**src/sv/heading_dependent_motion_limits_macros.svh**
```systemverilog
// assertion macros for the heading dependent motion limits block
`ifndef HEADING_DEPENDENT_MOTION_LIMITS_MACROS_SVH
`define HEADING_DEPENDENT_MOTION_LIMITS_MACROS_SVH

`ifndef SYNTHESIS
`define HDML_ASSERT(lbl, prop) \
  lbl: assert property (@(posedge clk_i) disable iff (!rst_ni) prop) \
    else $error("hdml assertion failed");
`define HDML_NEVER(lbl, cond) \
  lbl: assert property (@(posedge clk_i) disable iff (!rst_ni) !(cond)) \
    else $error("hdml forbidden condition seen");
`else
`define HDML_ASSERT(lbl, prop)
`define HDML_NEVER(lbl, cond)
`endif

`endif

```
**src/sv/hdml_pkg.sv**
```systemverilog
// shared constants and types for the heading dependent motion limits block
package hdml_pkg;

  localparam int unsigned SECTOR_DEGREES   = 45;
  localparam int unsigned UNITS_PER_DEGREE = 128;
  localparam int unsigned SECTOR_UNITS     = SECTOR_DEGREES * UNITS_PER_DEGREE;

  localparam int unsigned ANGLE_W    = 17;
  localparam int unsigned RATE_W     = 16;
  localparam int unsigned LIM_W      = 16;
  localparam int unsigned NUM_LIMITS = 3;
  localparam int unsigned CFG_IDX_W  = 3;

  localparam int unsigned LIM_SPEED = 0;
  localparam int unsigned LIM_ACCEL = 1;
  localparam int unsigned LIM_DECEL = 2;

  // angle magnitude reaches 2^(ANGLE_W-1)
  localparam int unsigned MAG_W        = ANGLE_W;
  localparam int unsigned C_W          = $clog2(SECTOR_UNITS + 1);
  localparam int unsigned FOLD_RECIP   = (1 << MAG_W) / SECTOR_UNITS;
  localparam int unsigned FOLD_RECIP_W = $clog2(FOLD_RECIP + 1);
  localparam int unsigned FOLD_Q_W     = $clog2((1 << (MAG_W - 1)) / SECTOR_UNITS + 1);

  // interpolation numerator and its reciprocal scale
  localparam int unsigned NUM_W          = LIM_W + C_W;
  localparam int unsigned INTERP_RECIP   = int'((64'd1 << NUM_W) / SECTOR_UNITS);
  localparam int unsigned INTERP_RECIP_W = $clog2(INTERP_RECIP + 1);

  localparam int unsigned FRONT_STAGES = 7;
  localparam int unsigned DIV_STEPS    = LIM_W;

  // queue depths are powers of two so the pointers wrap on their own
  localparam int unsigned MQ_DEPTH = 4;
  localparam int unsigned MQ_PTR_W = $clog2(MQ_DEPTH);
  localparam int unsigned MQ_CNT_W = $clog2(MQ_DEPTH + 1);
  localparam int unsigned OQ_DEPTH = 2;
  localparam int unsigned OQ_PTR_W = $clog2(OQ_DEPTH);
  localparam int unsigned OQ_CNT_W = $clog2(OQ_DEPTH + 1);

  typedef enum logic [CFG_IDX_W-1:0] {
    REG_SPEED_STRAIGHT = 3'd0,
    REG_SPEED_DIAGONAL = 3'd1,
    REG_ACCEL_STRAIGHT = 3'd2,
    REG_ACCEL_DIAGONAL = 3'd3,
    REG_DECEL_STRAIGHT = 3'd4,
    REG_DECEL_DIAGONAL = 3'd5,
    REG_TURN_RATE_LIM  = 3'd6
  } cfg_reg_e;

  typedef struct packed {
    logic [LIM_W-1:0] straight;
    logic [LIM_W-1:0] diagonal;
  } lim_pair_t;

  typedef lim_pair_t [NUM_LIMITS-1:0] lim_cfg_t;

  typedef struct packed {
    logic [NUM_LIMITS-1:0][LIM_W-1:0] lim;
    logic [RATE_W-1:0]                w;
  } mid_item_t;

  typedef struct packed {
    logic [NUM_LIMITS-1:0][LIM_W-1:0] lim;
  } out_item_t;

endpackage

```
**src/sv/hdml_mq.sv**
```systemverilog
// small queue between the front and back pipelines
module hdml_mq import hdml_pkg::*; (
  input  logic      clk_i,
  input  logic      rst_ni,
  input  logic      push_i,
  input  mid_item_t item_i,
  output logic      full_o,
  input  logic      pop_i,
  output logic      empty_o,
  output mid_item_t item_o
);

  mid_item_t            mem_q [MQ_DEPTH];
  logic [MQ_PTR_W-1:0]  wr_q, rd_q;
  logic [MQ_CNT_W-1:0]  cnt_q;

  assign full_o  = (cnt_q == MQ_CNT_W'(MQ_DEPTH));
  assign empty_o = (cnt_q == '0);
  assign item_o  = mem_q[rd_q];

  always_ff @(posedge clk_i or negedge rst_ni) begin
    if (!rst_ni) begin
      wr_q  <= '0;
      rd_q  <= '0;
      cnt_q <= '0;
    end else begin
      if (push_i) begin
        wr_q <= wr_q + 1'b1;
      end
      if (pop_i) begin
        rd_q <= rd_q + 1'b1;
      end
      cnt_q <= cnt_q + MQ_CNT_W'(push_i) - MQ_CNT_W'(pop_i);
    end
  end

  always_ff @(posedge clk_i) begin
    if (push_i) begin
      mem_q[wr_q] <= item_i;
    end
  end

endmodule

```
**config.mk**
```make
export PLATFORM = sky130hd
export DESIGN_NAME = hdml_mq
export DESIGN_NICKNAME = d
export VERILOG_FILES = /design/src/sv/heading_dependent_motion_limits_macros.svh /design/src/sv/hdml_pkg.sv /design/src/sv/hdml_mq.sv
export SDC_FILE = /design/constraint.sdc
export NUM_CORES = 1
export LEC_CHECK = 0
export BUFFER_PORTS_ARGS = -buffer_cell sky130_fd_sc_hd__buf_2
export CAP_MARGIN = 20
export CORE_ASPECT_RATIO = 2
export CORE_MARGIN = 2
export CORE_UTILIZATION = 35
export CTS_CLUSTER_SIZE = 12
export DETAILED_ROUTE_END_ITERATION = 16
export PLACE_DENSITY = 0.49
export SLEW_MARGIN = 20
export SYNTH_ARGS = -nofsm -noshare
export SYNTH_HDL_FRONTEND = slang
export SYNTH_SLANG_ARGS = --single-unit
export TNS_END_PERCENT = 50
```
**constraint.sdc**
```tcl
create_clock -name clk_i -period 3.43 [get_ports clk_i]
set_input_delay 0.5145 -clock clk_i [delete_from_list [all_inputs] [get_ports clk_i]]
set_output_delay 0.5145 -clock clk_i [all_outputs]
set_load 0.02 [all_outputs]
```
# After elaboration in Yosys (flattened, before gate mapping)
# Memory sizes are Yosys's and may differ from the RTL's.
# Index checks and enable logic that the tools add are counted.
# op_classes
addsub	4
eq_ne	1
muxes	2
reduce_logical	1
# op_table
operator	count
2-bit by 1-bit adder with 2-bit output, second input constant	2
3-bit by 1-bit adder with 3-bit output	1
3-bit equality test, second input constant	1
3-bit zero test	1
3-bit by 1-bit subtractor with 3-bit output	1
1-bit 2-to-1 mux	2
# word_totals
reg_bits	7
mem_bits_rw	256
inputBits	68
out_inout_bits	66
mem_count	1
# mem_list
memory	depth	word_bits	rd	rd_ports_with_merged_regs	wr	line	text
mem_q	4	64	1	0	1	hdml_mq.sv:13	mid_item_t mem_q [MQ_DEPTH];

# Longest topological paths before layout
# depth
ltp_word	2
ltp_mapped	6
ltp_nobuf	6

# Worst setup path before layout
# Ideal clock, no wire load.
# synth_timing
path_kind	reg2reg
from	reg wr_q[0]
to	mem mem_q[0][0] (netlist bit), enable pin
setup_time_ns	0.429
arrival_time_ns	2.126
required_time_ns	3.001
path_slack_ns	0.875
stages_incl_launch_ff	4
n_path_buf	0
period_less_slack_ns	2.555
cell_sequence	dfrtp_1 > inv_1 > ha_1 > and2_1
# synth_lines
element	line	text
start: declaration	hdml_mq.sv:14	logic [MQ_PTR_W-1:0] wr_q, rd_q;
start signal: assignment	hdml_mq.sv:28	wr_q <= wr_q + 1'b1;
end: declaration	hdml_mq.sv:13	
# No word-level cell before the write port.

==> results.py <==
metrics = {
    "critical_path": {
        "startpoint_type": "register",
        "reg2reg_from": "wr_q[0]",
        "worstPathMaxFanout": 32,
        "reg2reg_slack_ns": 1.46,
        "worstPathRequired_ns": 2.92,
        "critPathCaptureType": "output port",
        "r2r-end": "mem_q[0][27]",
        "rr_worst_depth": 3,
        "worstSetupPathType": "reg2out",
        "arrival_ns": 2.53,
    },
    "die": {
        "core_mm2": 0.02701,
        "die_h_um": 238.5,
        "placementRows": 85,
        "fp.dieW_um": 121.2,
        "ios": 134,
        "die-area_mm2": 0.02891,
        "start_util_pct": 35.61,
    },
    "power_and_ir_drop": {
        "powerDensity_mw_per_mm2": 884.2,
        "leakagePower_uw": 0.003893,
        "total_power_uw": 10140,
        "vdd_drop_max_mv": 0.4381,
    },
    "layout": {
        "nets": 595,
        "postLayoutCoreUtil_pct": 42.45,
        "fillers": 2416,
        "final_cell_mix": "256 x edfxtp_1, 133 x buf_2, 64 x mux4_2",
        "layout-drive-gt1-share_pct": 44.28,
        "final_common_cell": "edfxtp_1",
        "area_growth_pct": 19.20,
    },
    "cts": {
        "clk_pin_slew_worst_paths_ns": 0.06,
        "cts-resized-gates": 0,
        "cts_max_level": 1,
        "cts.sinks": 263,
        "cts_tree": "done",
        "clk_latency_ns": 0.52,
        "cts_buffers": 26,
        "root_buffer": "clkbuf_16",
        "cts_max_path_buffers": 3,
    },
    "placed_design": {
        "gp_congestion": 0.6952,
        "dp_slack_ns": 0.8385,
        "dp_hpwl_um": 11070,
        "io_buffer_count": 133,
    },
    "drt": {
        "dr.pass1.iters": 4,
        "vias": 4309,
        "final_antenna_net_count": 0,
        "wl_um": 18980,
        "drc": 0,
        "drt_iter0_markers": 267,
        "routed_via_density": 4.880,
        "wl_per_cell_um": 21.49,
    },
    "global_route": {
        "antenna_found_initial": 4,
        "grt_max_degree": 65,
        "grt_pass1_vias": 4994,
        "grt_pass1_wl_um": 29110,
        "track_usage_pct": 13.43,
        "gr-total-overflow": 0,
    },
    "synth": {
        "synth_cell_types": 17,
        "synth-async-reset-ratio_pct": 2.662,
        "synth-seq-area-share_pct": 81.74,
        "synth_flop_cell": "edfxtp_1",
        "synth-edff-count": 256,
        "syn_area_mm2": 0.009619,
        "yosysWarnings": 0,
        "synth_cells": 368,
        "syn_nets": 443,
        "synth_seq_cells": 263,
        "syn_avg_cell_area_um2": 26.14,
    },
    "timing": {
        "fin_crit_ns": 3.048,
        "max_slew_margin_pct": 30.09,
        "rsz0062_at_grt": "false",
        "hold_viol": 0,
        "skew_ns": 0.01213,
        "slew_viol_final": 0,
        "fmax_mhz": 328.0,
        "final.setup.worst_slack_ns": 0.3815,
        "post-route-period-util_pct": 88.88,
        "setup_violations": 0,
        "setup-tns-final_ns": 0,
        "max_slew.worst_pin.slew_ns": 1.049,
    },
    "min_path": {
        "hold_end": "mem_q[2][62]",
        "hold_start": "item_i[62]",
        "hp-class": "in2reg",
        "min_path_cells": 1,
    },
    "outcome": {
        "status": "completed",
    },
    "job": {
        "cap_violations": 0,
    },
}
## how the worst max path moves through the flow
stage                       start           to  slack [ns]
after global routing      rd_q[0]   item_o[29]        0.18
after floorplan           wr_q[0]  mem_q[0][0]        0.88
after detailed placement  rd_q[0]   item_o[29]        0.84
final                     rd_q[0]   item_o[29]        0.38
after global placement    rd_q[0]   item_o[29]        0.84
after CTS                 rd_q[0]   item_o[29]        0.26
## stage by stage
step | hold WS (ns) | std cells | instance area (um2)
6_report | 0.2096 | 883 | 11470
5_1_grt | 0.1883 | 882 | 11460
4_1_cts | 0.1807 | 880 | 11430
3_5_place_dp | 0.3623 | 838 | 10680
3_3_place_gp | 0.3528 | 838 | 10680
2_1_floorplan | 0.2189 | 368 | 9619
## metal layers
metal  up-vias  routed length, um  global-route usage [%]
li1       1870                  -                       -
met1      2283               6863                   14.63
met2       111              10590                   25.03
met3        41                917                   2.462
met4         4                585                   5.747
met5         -                 22                       0
## worst max-delay path, stage by stage (launching register included)
cell and delay [ns]:
dfrtp_4 0.86, buf_4 0.38, mux4_2 0.55, buf_2 0.18
## flip-flops by register name (all words and copies together), names as in the netlist
register and flops:
rd_q 2, mem_q 256, cnt_q 3, wr_q 2
## cell usage after synthesis, drive strengths merged, types with 2 or more instances
master,count,area [um2]
and2,4,25.02
buf,13,101.3
dfrtp,7,175.2
edfxtp,256,7687
ha,6,75.07
inv,6,22.52
mux4,64,1441
nand2,2,7.510
xnor2,2,17.52
xor2,3,26.28
## what timing repair did
| action | in CTS | in global routing |
|---|---|---|
| setup endpoints to repair | 0 | 0 |
| setup buffers | 0 | 0 |
| endpoints found under the hold margin | 7 | 0 |
| hold buffers | 1 | 0 |
## power by group
group	total, uW	switching (uW)	leakage, uW	internal, uW
clock	2560	1100	0.000359	1460
sequential	4560	336	0.00243	4220
combinational	3020	1740	0.00110	1280
total	10100	3180	0.00389	6960
## cell type report
type	count	area [um2]	share of cell area [%]
Clock buffer	40	734.5	6.405
Multi-Input combinational cell	85	1639	14.30
Sequential cell	263	7870	68.64
Tap cell	348	435.4	3.797
Timing Repair Buffer	138	750.7	6.547
Clock inverter	1	8.758	0.07639
Antenna cell	2	5.005	0.04365
Inverter	6	22.52	0.1964
## cell families (layout without fill, tap and decap cells)
kind of cell	count (synthesis)	in the layout	synth area share (%)
buffers and inverters	20	185	1.327
other	0	2	0
AOI/OAI and AO/OA	1	1	0.05198
muxes	64	64	14.98
adders and majority gates	7	7	0.9885
and+or+nand+nor	8	8	0.4552
DFF	263	263	81.74
xor gates and xnor gates	5	5	0.4553
(Power assumes the default switching activity.)
